<file path="src/sv/emc_pkg.sv">
// Shared types, codes and constants of the encoder move controller.
package emc_pkg;

    // Field widths fixed by the interface.
    localparam int CMD_W    = 2;
    localparam int MOTION_W = 2;
    localparam int TGT_W    = 16;
    localparam int DEG_W    = 9;
    localparam int PER_W    = 8;
    localparam int LIMIT_W  = 16;
    localparam int DP_W     = DEG_W + PER_W;
    localparam int TIMER_W  = 17;
    localparam int PINS_W   = 4;
    localparam int S_DATA_W = 24;
    localparam int M_DATA_W = 8;
    localparam int CFG_IDX_W  = 2;
    localparam int CFG_DATA_W = 16;

    // Distance test scale: 360 degrees times 2 for the half-hole rounding.
    localparam int MOVE_SCALE = 720;

    // Command codes carried in the input tuser.
    localparam logic [CMD_W-1:0] CMD_TICK  = 2'd0;
    localparam logic [CMD_W-1:0] CMD_PULSE = 2'd1;
    localparam logic [CMD_W-1:0] CMD_START = 2'd2;
    localparam logic [CMD_W-1:0] CMD_STOP  = 2'd3;

    // Motion codes of a start beat.
    localparam logic [MOTION_W-1:0] MOT_FWD   = 2'd0;
    localparam logic [MOTION_W-1:0] MOT_BACK  = 2'd1;
    localparam logic [MOTION_W-1:0] MOT_LEFT  = 2'd2;
    localparam logic [MOTION_W-1:0] MOT_RIGHT = 2'd3;

    // Configuration register indexes.
    localparam logic [CFG_IDX_W-1:0] CFG_DEG   = 2'd0;
    localparam logic [CFG_IDX_W-1:0] CFG_PER   = 2'd1;
    localparam logic [CFG_IDX_W-1:0] CFG_LIMIT = 2'd2;

    localparam logic [DEG_W-1:0]   DEG_RESET   = 9'd18;
    localparam logic [PER_W-1:0]   PER_RESET   = 8'd20;
    localparam logic [LIMIT_W-1:0] LIMIT_RESET = 16'd2000;

    // Pin vector order: right_dir, right_speed, left_dir, left_speed (MSB first).
    localparam logic [PINS_W-1:0] PINS_HARD_STOP = 4'b1111;
    localparam logic [PINS_W-1:0] PINS_COAST     = 4'b0000;

    typedef enum logic [1:0] {
        ST_IDLE,
        ST_MUL1,
        ST_MUL2,
        ST_DECIDE
    } state_t;

    // Commands from the controller to the datapath.
    typedef struct packed {
        logic load;      // input beat accepted this cycle
        logic mul1;      // first product stage
        logic mul2;      // second product stage
        logic finalize;  // apply the outcome and load the result register
        logic end_done;  // the move reached its target
        logic end_fail;  // the move stalled
    } ctrl_t;

    // Status from the datapath to the controller.
    typedef struct packed {
        logic reach;
        logic stall;
    } status_t;

    function automatic logic [PINS_W-1:0] mode_pins(input logic [MOTION_W-1:0] motion);
        logic [PINS_W-1:0] pins;
        unique case (motion)
            MOT_FWD:   pins = 4'b1010;
            MOT_BACK:  pins = 4'b0101;
            MOT_LEFT:  pins = 4'b1001;
            MOT_RIGHT: pins = 4'b0110;
            default:   pins = PINS_COAST;
        endcase
        return pins;
    endfunction

endpackage

</file>
<file path="src/sv/emc_ctrl.sv">
// Controller state machine of the encoder move controller.
module emc_ctrl (
    input  logic              aclk,
    input  logic              aresetn,
    input  logic              s_tvalid,
    output logic              s_tready,
    output logic              m_tvalid,
    input  logic              m_tready,
    input  emc_pkg::status_t  status,
    output emc_pkg::ctrl_t    ctrl
);

    emc_pkg::state_t state_reg, state_next;
    logic            m_valid_reg, m_valid_next;
    logic            out_free;

    assign out_free = !m_valid_reg || m_tready;

    always_comb begin
        state_next = state_reg;
        unique case (state_reg)
            emc_pkg::ST_IDLE:   if (s_tvalid) state_next = emc_pkg::ST_MUL1;
            emc_pkg::ST_MUL1:   state_next = emc_pkg::ST_MUL2;
            emc_pkg::ST_MUL2:   state_next = emc_pkg::ST_DECIDE;
            emc_pkg::ST_DECIDE: if (out_free) state_next = emc_pkg::ST_IDLE;
            default:            state_next = emc_pkg::ST_IDLE;
        endcase
    end

    always_comb begin
        s_tready      = 1'b0;
        ctrl          = '0;
        unique case (state_reg)
            emc_pkg::ST_IDLE: begin
                s_tready  = 1'b1;
                ctrl.load = s_tvalid;
            end
            emc_pkg::ST_MUL1:   ctrl.mul1 = 1'b1;
            emc_pkg::ST_MUL2:   ctrl.mul2 = 1'b1;
            emc_pkg::ST_DECIDE: begin
                // A reached target wins over a stall on the same beat.
                ctrl.finalize = out_free;
                ctrl.end_done = out_free && status.reach;
                ctrl.end_fail = out_free && status.stall && !status.reach;
            end
            default: ;
        endcase
    end

    always_comb begin
        m_valid_next = m_valid_reg;
        if (ctrl.finalize) begin
            m_valid_next = 1'b1;
        end else if (m_tready) begin
            m_valid_next = 1'b0;
        end
    end

    assign m_tvalid = m_valid_reg;

    always_ff @(posedge aclk) begin
        if (!aresetn) begin
            state_reg   <= emc_pkg::ST_IDLE;
            m_valid_reg <= 1'b0;
        end else begin
            state_reg   <= state_next;
            m_valid_reg <= m_valid_next;
        end
    end

endmodule

</file>
<file path="src/sv/emc_datapath.sv">
// Datapath of the encoder move controller: move state, products, tests and result register.
module emc_datapath #(
    parameter int COUNT_BITS  = 16,
    parameter int TARGET_BITS = 16
) (
    input  logic                                  aclk,
    input  logic                                  aresetn,
    input  emc_pkg::ctrl_t                        ctrl,
    input  logic [emc_pkg::CMD_W-1:0]             s_tuser,
    input  logic [emc_pkg::S_DATA_W-1:0]          s_tdata,
    input  logic                                  cfg_we,
    input  logic [emc_pkg::CFG_IDX_W-1:0]         cfg_index,
    input  logic [emc_pkg::CFG_DATA_W-1:0]        cfg_wdata,
    output emc_pkg::status_t                      status,
    output logic [emc_pkg::M_DATA_W-1:0]          m_tdata
);

    localparam int LHS_W  = TARGET_BITS + 10;
    localparam int MOVE_W = COUNT_BITS + 1 + emc_pkg::DP_W;
    localparam int MCMP_W = (LHS_W > MOVE_W) ? LHS_W : MOVE_W;
    localparam int TURN_W = COUNT_BITS + emc_pkg::DEG_W;
    localparam int TCMP_W = (TURN_W > TARGET_BITS + 1) ? TURN_W : TARGET_BITS + 1;

    logic [emc_pkg::CMD_W-1:0]    command;
    logic [emc_pkg::MOTION_W-1:0] motion;
    logic [emc_pkg::TGT_W-1:0]    target;

    assign command = s_tuser;
    assign motion  = s_tdata[emc_pkg::MOTION_W-1:0];
    assign target  = s_tdata[emc_pkg::MOTION_W +: emc_pkg::TGT_W];

    logic [emc_pkg::DEG_W-1:0]   deg_reg;
    logic [emc_pkg::PER_W-1:0]   per_reg;
    logic [emc_pkg::LIMIT_W-1:0] limit_reg;

    logic                         moving_reg, moving_next;
    logic                         is_turn_reg, is_turn_next;
    logic [TARGET_BITS-1:0]       goal_reg, goal_next;
    logic [COUNT_BITS-1:0]        count_reg, count_next;
    logic [emc_pkg::TIMER_W-1:0]  timer_reg, timer_next;
    logic [emc_pkg::PINS_W-1:0]   pins_reg, pins_next;
    logic                         check_done_reg, check_done_next;
    logic                         check_stall_reg, check_stall_next;

    logic [emc_pkg::DP_W-1:0] dp_reg;
    logic [LHS_W-1:0]         lhs_reg;
    logic [TURN_W-1:0]        turn_prod_reg;
    logic [MOVE_W-1:0]        move_prod_reg;
    logic [emc_pkg::M_DATA_W-1:0] out_reg;

    logic move_hit, turn_hit;

    always_ff @(posedge aclk) begin
        if (!aresetn) begin
            deg_reg   <= emc_pkg::DEG_RESET;
            per_reg   <= emc_pkg::PER_RESET;
            limit_reg <= emc_pkg::LIMIT_RESET;
        end else if (cfg_we) begin
            unique case (cfg_index)
                emc_pkg::CFG_DEG:   deg_reg   <= cfg_wdata[emc_pkg::DEG_W-1:0];
                emc_pkg::CFG_PER:   per_reg   <= cfg_wdata[emc_pkg::PER_W-1:0];
                emc_pkg::CFG_LIMIT: limit_reg <= cfg_wdata[emc_pkg::LIMIT_W-1:0];
                default: ;
            endcase
        end
    end

    always_comb begin
        moving_next      = moving_reg;
        is_turn_next     = is_turn_reg;
        goal_next        = goal_reg;
        count_next       = count_reg;
        timer_next       = timer_reg;
        pins_next        = pins_reg;
        check_done_next  = check_done_reg;
        check_stall_next = check_stall_reg;
        if (ctrl.load) begin
            check_done_next  = 1'b0;
            check_stall_next = 1'b0;
            unique case (command)
                emc_pkg::CMD_TICK: begin
                    if (moving_reg) begin
                        if (timer_reg != '1) begin
                            timer_next = timer_reg + 1'b1;
                        end
                        check_stall_next = 1'b1;
                    end
                end
                emc_pkg::CMD_PULSE: begin
                    if (moving_reg) begin
                        if (count_reg != '1) begin
                            count_next = count_reg + 1'b1;
                        end
                        timer_next      = '0;
                        check_done_next = 1'b1;
                    end
                end
                emc_pkg::CMD_START: begin
                    is_turn_next    = motion[1];
                    goal_next       = TARGET_BITS'(target);
                    count_next      = '0;
                    timer_next      = '0;
                    pins_next       = emc_pkg::mode_pins(motion);
                    moving_next     = 1'b1;
                    check_done_next = 1'b1;
                end
                emc_pkg::CMD_STOP: begin
                    moving_next = 1'b0;
                    pins_next   = emc_pkg::PINS_COAST;
                end
                default: ;
            endcase
        end else if (ctrl.end_done || ctrl.end_fail) begin
            moving_next = 1'b0;
            pins_next   = emc_pkg::PINS_HARD_STOP;
        end
    end

    always_ff @(posedge aclk) begin
        if (!aresetn) begin
            moving_reg      <= 1'b0;
            is_turn_reg     <= 1'b0;
            goal_reg        <= '0;
            count_reg       <= '0;
            timer_reg       <= '0;
            pins_reg        <= emc_pkg::PINS_COAST;
            check_done_reg  <= 1'b0;
            check_stall_reg <= 1'b0;
        end else begin
            moving_reg      <= moving_next;
            is_turn_reg     <= is_turn_next;
            goal_reg        <= goal_next;
            count_reg       <= count_next;
            timer_reg       <= timer_next;
            pins_reg        <= pins_next;
            check_done_reg  <= check_done_next;
            check_stall_reg <= check_stall_next;
        end
    end

    // The distance test needs (2*count+1)*deg*per, so deg*per is formed one stage ahead.
    always_ff @(posedge aclk) begin
        if (ctrl.mul1) begin
            dp_reg        <= emc_pkg::DP_W'(deg_reg) * emc_pkg::DP_W'(per_reg);
            lhs_reg       <= LHS_W'(goal_reg) * LHS_W'(emc_pkg::MOVE_SCALE);
            turn_prod_reg <= TURN_W'(count_reg) * TURN_W'(deg_reg);
        end
        if (ctrl.mul2) begin
            move_prod_reg <= MOVE_W'({count_reg, 1'b1}) * MOVE_W'(dp_reg);
        end
    end

    assign move_hit = MCMP_W'(lhs_reg) <= MCMP_W'(move_prod_reg);
    assign turn_hit = TCMP_W'(turn_prod_reg) >= TCMP_W'({goal_reg, 1'b0});

    assign status.reach = check_done_reg && (is_turn_reg ? turn_hit : move_hit);
    assign status.stall = check_stall_reg &&
                          (timer_reg > emc_pkg::TIMER_W'(limit_reg));

    always_ff @(posedge aclk) begin
        if (ctrl.finalize) begin
            out_reg <= {1'b0, ctrl.end_fail, ctrl.end_done, moving_next,
                        pins_next[0], pins_next[1], pins_next[2], pins_next[3]};
        end
    end

    assign m_tdata = out_reg;

endmodule

</file>
<file path="src/sv/encoder_move_controller.sv">
// Top level of the encoder move controller.
//
// One input beat per event: s_tuser carries the command (millisecond tick,
// encoder pulse, start move, coast stop); s_tdata carries the motion mode
// and the target of a start. Every accepted beat yields exactly one result
// beat on m_* with the four motor pin levels, the busy flag and the
// finished and failed flags of that event.
// After the edge that accepts the beat, the controller runs two product
// stages for the done test, then a decision cycle that loads the result
// register and sets m_tvalid. A new beat is accepted only in the idle
// state, not while the last one is in its product stages or decision cycle.
// If the receiver stalls, the result waits in the output register; one
// further beat may be accepted, and it holds in its decision cycle until
// the output register is free.
// Reset clears the move, drives all pins low and loads the register
// defaults (18 degrees per hole, 20 cm perimeter, 2000 ms stall limit).
// Configuration writes take effect at once and belong to idle periods.
module encoder_move_controller #(
    parameter int COUNT_BITS  = 16,
    parameter int TARGET_BITS = 16
) (
    input  logic                               aclk,
    input  logic                               aresetn,
    input  logic                               s_tvalid,
    output logic                               s_tready,
    // command[1:0]
    input  logic [emc_pkg::CMD_W-1:0]          s_tuser,
    // motion[1:0], target[17:2], zero[23:18]
    input  logic [emc_pkg::S_DATA_W-1:0]       s_tdata,
    output logic                               m_tvalid,
    input  logic                               m_tready,
    // right_dir[0], right_speed[1], left_dir[2], left_speed[3],
    // busy_res[4], finished[5], failed[6], zero[7]
    output logic [emc_pkg::M_DATA_W-1:0]       m_tdata,
    input  logic                               cfg_we,
    input  logic [emc_pkg::CFG_IDX_W-1:0]      cfg_index,
    input  logic [emc_pkg::CFG_DATA_W-1:0]     cfg_wdata
);

    emc_pkg::ctrl_t   ctrl;
    emc_pkg::status_t status;

    emc_ctrl u_ctrl (
        .aclk     (aclk),
        .aresetn  (aresetn),
        .s_tvalid (s_tvalid),
        .s_tready (s_tready),
        .m_tvalid (m_tvalid),
        .m_tready (m_tready),
        .status   (status),
        .ctrl     (ctrl)
    );

    emc_datapath #(
        .COUNT_BITS  (COUNT_BITS),
        .TARGET_BITS (TARGET_BITS)
    ) u_datapath (
        .aclk      (aclk),
        .aresetn   (aresetn),
        .ctrl      (ctrl),
        .s_tuser   (s_tuser),
        .s_tdata   (s_tdata),
        .cfg_we    (cfg_we),
        .cfg_index (cfg_index),
        .cfg_wdata (cfg_wdata),
        .status    (status),
        .m_tdata   (m_tdata)
    );

endmodule

</file>
<file path="config.mk">
export PLATFORM = sky130hd
export DESIGN_NAME = encoder_move_controller
export DESIGN_NICKNAME = d
export VERILOG_FILES = /design/src/sv/emc_pkg.sv /design/src/sv/emc_ctrl.sv /design/src/sv/emc_datapath.sv /design/src/sv/encoder_move_controller.sv
export SDC_FILE = /design/constraint.sdc
export NUM_CORES = 2
export LEC_CHECK = 0
export BUFFER_PORTS_ARGS = -buffer_cell sky130_fd_sc_hd__buf_2
export CAP_MARGIN = 20
export CORE_UTILIZATION = 42
export DETAILED_ROUTE_END_ITERATION = 7
export GPL_ROUTABILITY_DRIVEN = 0
export PLACE_DENSITY = 0.57
export SLEW_MARGIN = 20
export SYNTH_ARGS = -nofsm -noshare
export SYNTH_HDL_FRONTEND = slang
export SYNTH_SLANG_ARGS = --single-unit
</file>
<file path="constraint.sdc">
create_clock -name aclk -period 15.75 [get_ports aclk]
set_input_delay 0.7875 -clock aclk [delete_from_list [all_inputs] [get_ports aclk]]
set_output_delay 0.7875 -clock aclk [all_outputs]
set_load 0.05 [all_outputs]
</file>
==> Word level (Yosys, flattened, before mapping) <==
Cells that the tools add are included.
{ "totals": {"register_bits": 198, "output_inout_bits": 10, "word_cells": 97} }
{ "classes": {"n_addsub": 2, "mul": 4, "order_cmp": 3, "n_eq_ne": 19, "muxes": 28, "reduce_logical": 23} }
{ "op_table": {"columns": ["op", "n"], "rows": [
  ["two-way mux 17 bit", 3],
  ["one-hot mux 17 bit (3 select lines)", 1],
  ["less-or-equal comparator 26 x 34 -> 1 bit", 1],
  ["multiplier 17 x 17 -> 34 bit", 1],
  ["two-way mux 16 bit", 2],
  ["one-hot mux 16 bit (2 select lines)", 1],
  ["greater-or-equal comparator 25 x 17 -> 1 bit", 1],
  ["multiplier 16 x 9 -> 25 bit", 1],
  ["multiplier 16 x 6 -> 22 bit, second input constant", 1],
  ["adder 17 x 1 -> 17 bit, second input constant", 1],
  ["> comparator 17 x 16 -> 1 bit", 1],
  ["multiplier 9 x 8 -> 17 bit", 1],
  ["!= test 17 bit, second input constant", 1],
  ["adder 16 x 1 -> 16 bit, second input constant", 1],
  ["!= test 16 bit, second input constant", 1],
  ["one-hot mux 4 bit (4 select lines)", 1],
  ["== test 2 bit, second input constant", 7],
  ["two-way mux 1 bit", 11],
  ["!= test 2 x 1 -> 1 bit, second input constant", 5],
  ["AND reduction 2 bit", 5],
  ["== test 2 x 1 -> 1 bit, second input constant", 4],
  ["zero test 2 bit", 4],
  ["two-way mux 4 bit", 2],
  ["one-hot mux 2 bit (4 select lines)", 1],
  ["12 further kinds", 21]
]} }

==> Depth between registers and ports, before layout <==
{ "logic_depth": {"word_depth": 9, "mapped_depth": 25, "mapped_depth_nobuf": 23} }

==> Modules after synthesis <==
A second synthesis with hierarchy kept.
{ "unflattened": {"cells_unflattened": 2897, "area_unflattened_um2": 26655.6} }
{ "by_module_without_submodules": {"columns": ["module", "instances", "cells_per_inst", "area_each_um2", "seq_area_each_um2"], "rows": [
  ["emc_datapath", 1, 2872, 26430.3, 4954.8],
  ["emc_ctrl", 1, 25, 225.2, 60.1]
]} }

==> Worst setup path after synthesis <==
No wires, ideal clock.
{ "synth_path": {"path_kind": "register to register", "start": "reg u_datapath.count_reg[6]", "end": "reg u_datapath.move_prod_reg[33], data pin", "setup_ns": 0.260, "t_arrival_ns": 6.054, "required_time_ns": 15.490, "setup_slack_ns": 9.437, "stages_incl_launch_ff": 25, "path_buffers": 2, "synth_period_minus_slack_ns": 6.313, "path_cell_list": "dfxtp_1 > clkbuf_1 > clkbuf_1 > nand2_1 > fa_1 > inv_1 > fa_1 > inv_1 > fa_1 > inv_1 > fa_1 > fa_1 > inv_1 > fa_1 > inv_1 > ha_1 > a211o_1 > a211oi_2 > o221ai_1 > a211oi_2 > o31ai_2 > a2111oi_2 > o21bai_1 > a21oi_1 > xnor2_1"} }
{ "synth_between": {"elab_chain_len": 1} }
{ "synth_rtl": {"columns": ["item", "line_no", "rtl"], "rows": [
  ["from (decl)", "emc_datapath.sv:39", "logic [COUNT_BITS-1:0] count_reg, count_next;"],
  ["from (signal assigned)", "emc_datapath.sv:133", "count_reg <= count_next;"],
  ["multiplier 17 x 17 -> 34 bit", "emc_datapath.sv:149", "move_prod_reg <= MOVE_W'({count_reg, 1'b1}) * MOVE_W'(dp_reg);"],
  ["to (signal assigned)", "emc_datapath.sv:149", null],
  ["to (decl)", "emc_datapath.sv:48", "logic [MOVE_W-1:0] move_prod_reg;"]
]} }
No other way between the ends.
A chain may end at the register's enable or synchronous reset.

==> Final worst setup path <==
{ "layout_path": {"start": "reg u_datapath.count_reg[5]", "end": "reg u_datapath.move_prod_reg[33], data pin"} }
The elaborated chain is that of the path after synthesis.

==> out/metrics.yaml <==
status: "finished clean"
post-dp-hpwl_um: 46800
io_pins: 59
coreArea_um2: 61800
netlist_area_um2: 26300
min_period_over_period: 0.457
ctsResizeCount: 0
synthSimpleGateAreaFrac: 0.162
synth_compound_gate_area_share: 0.0700
largest_reg_flops: 34
hold_viol_final: 0
relSlewSlack: 0.304
synth_warnings: 0
ys_seq_elements: 198
fillers: 5959
place_ws_ns: 8.65
route.vias.total: 18400
routed_wl_um: 59700
power.density_nw_per_um2: 65.4
worst_slack_ns: 8.55
yosysUniqueCellTypes: 66
grt.total_usage: 0.199
fin_skew_ns: 0.0140
holdCritPathClass: "flip-flop to flip-flop"
clock_latency_ns: 0.50
grt_overflow: 0
synth-edff-count: 105
end_kind: "flip-flop"
synth_top_family_by_area: "adder cells"
critPathKind: "flip-flop to flip-flop"
grt_max_degree: 65
synthArstFlopShare: 0
setup_violations: 0
report.final.slew_viol_count: 0
ctsLongestPathBuffers: 2
reg2reg_from: "u_datapath.count_reg[5]"
post_cts_buffers: 0
drt_first_pass_iters: 5
period_minus_slack_ns: 7.20
synth_mux_area_frac: 0.00760
layout_commonest_cell: "inv_1"
vias_per_cell: 4.99
final_util: 0.454
synthAdderAreaFrac: 0.440
cap_violations: 0
crit_fanout: 17
setup_tns_ns: 0
clock-sinks: 198
min_from: "u_datapath.limit_reg[14]"
fmax_ghz: 0.139
syn_inst: 2845
grt_antenna_before_repair: 1
h-tree-depth: 4
seq_area_frac_synth: 0.190
cts_hold_buf: 0
drive_gt1_frac: 0.0460
arrival_ns: 7.44
cts.clk_slew.worst_paths_ns: 0.08
drtIter0Drc: 802
cts_root_buf: "clkbuf_16"
p_leak_nw: 13.9
mostFrequentLayoutCells: "578 x inv_1, 391 x fa_1, 389 x nand2_1"
start_util: 0.426
rows: 91
peakVddDrop_mv: 0.0845
rsz0062_at_grt: "false"
grt_pass1_wl_um: 99500
area_growth_syn_to_layout_pct: 6.57
diodes: 0
ys.flop_type: "edfxtp_1"
tightest_slew_ns: 1.04
dieWidth_um: 252
cp-startpoint: "u_datapath.count_reg[5]"
avgSynthCellArea_um2: 9.26
syn-num-nets: 3586
crit_path_start_kind: "flip-flop"
drc: 0
total_power_w: 0.00183
cts_tree: "built"
ant_nets: 0
cts_buffers: 17
grt_pass1_vias: 19800
crit_required_ns: 15.99
fin_nets: 3573
avgRoutedWirePerCell_um: 16.2
die_area_um2: 63700
synth_xor_area_frac: 0.0309
fp.dieH_um: 252
port_buffers: 51
==> cells by family (layout without fill, tap and decap cells) <==
logic type | Yosys count | in the layout
AND/OR/NAND/NOR | 875 | 875
adder cells (fa/ha/maj) | 692 | 692
buffers and inverters | 688 | 688
AO/OA/AOI/OAI | 278 | 278
flip-flops | 198 | 198
XOR/XNOR | 93 | 93
multiplexers | 20 | 20
other | 1 | 1
==> metrics by stage <==
step | area [µm²] | instances | hold WS, ns
after detailed placement | 27400 | 3650 | 0.467
after CTS | 28000 | 3682 | 0.479
after global placement | 27400 | 3650 | 0.454
after global routing | 28100 | 3682 | 0.510
final | 28100 | 3682 | 0.472
after floorplan | 26300 | 2845 | 0.442
==> critical path: stages (launching register included) <==
cell and delay, ns:
dfxtp_1 0.69, buf_4 0.36, nand2_1 0.11, fa_1 0.54, inv_1 0.05, fa_1 0.49, inv_1 0.06, fa_1 0.54
inv_1 0.06, fa_1 0.47, fa_1 0.50, inv_1 0.05, fa_1 0.47, inv_1 0.04, ha_1 0.38, nand4_1 0.14
or2_1 0.30, nor3_1 0.26, a211oi_2 0.13, o31ai_2 0.71, a2111oi_2 0.16, o21bai_1 0.19, a21oi_1 0.09, xnor2_1 0.13
==> path summary, 6_finish.rpt <==
path,end,slack (ns),cells after the start
setup / recovery,u_datapath.move_prod_reg[33],8.55,23
hold reg to reg,u_datapath.limit_reg[14],0.47,2
setup reg to reg,u_datapath.move_prod_reg[33],8.55,23
hold / removal,u_datapath.limit_reg[14],0.47,2
==> area by class of cell <==
type                    count  area (µm²)  share of cell area
repair buffers             78         458              0.0163
multi-input cells        1959       18800               0.669
clock inverters            13         143             0.00508
clock buffers              19         464              0.0165
inverters                 578        2170              0.0773
well taps                 837        1050              0.0373
flip-flops and latches    198        5010               0.179
==> synthesized netlist by cell type, drive strengths merged, types with 7 or more instances <==
library cell | count | share of area
nor2 | 85 | 0.012
nor2b | 25 | 0.0059
xnor2 | 65 | 0.022
nor3 | 28 | 0.0055
xor2 | 28 | 0.0093
inv | 578 | 0.082
a21oi | 82 | 0.016
nand2b | 10 | 0.0024
a21boi | 37 | 0.011
nand2 | 389 | 0.055
a31oi | 8 | 0.0019
o21bai | 10 | 0.0029
o21a | 15 | 0.0043
a211oi | 12 | 0.0040
and2 | 234 | 0.056
nand4 | 19 | 0.0045
o31ai | 7 | 0.0024
edfxtp | 105 | 0.12
clkbuf | 106 | 0.015
and3 | 15 | 0.0036
or3 | 13 | 0.0031
mux2i | 20 | 0.0076
fa | 391 | 0.30
ha | 301 | 0.14
nand3 | 24 | 0.0046
o21ai | 44 | 0.0086
nor4 | 10 | 0.0024
a21o | 29 | 0.0083
o211ai | 11 | 0.0031
dfxtp | 93 | 0.071
==> routing by layer <==
metal	wire length (µm)	GRT usage	share of wire
met2	29100	0.343	0.49
met1	26500	0.249	0.44
met3	2120	0.0334	0.036
met4	1940	0.0748	0.033
met5	0	0	0
==> report_power, final <==
part           switching (W)  internal [W]  total [W]
registers           0.000127      0.000679   0.000806
clock network       0.000239      0.000227   0.000466
logic               0.000350      0.000213   0.000563
Note: power is estimated with default switching activity, not from simulation.
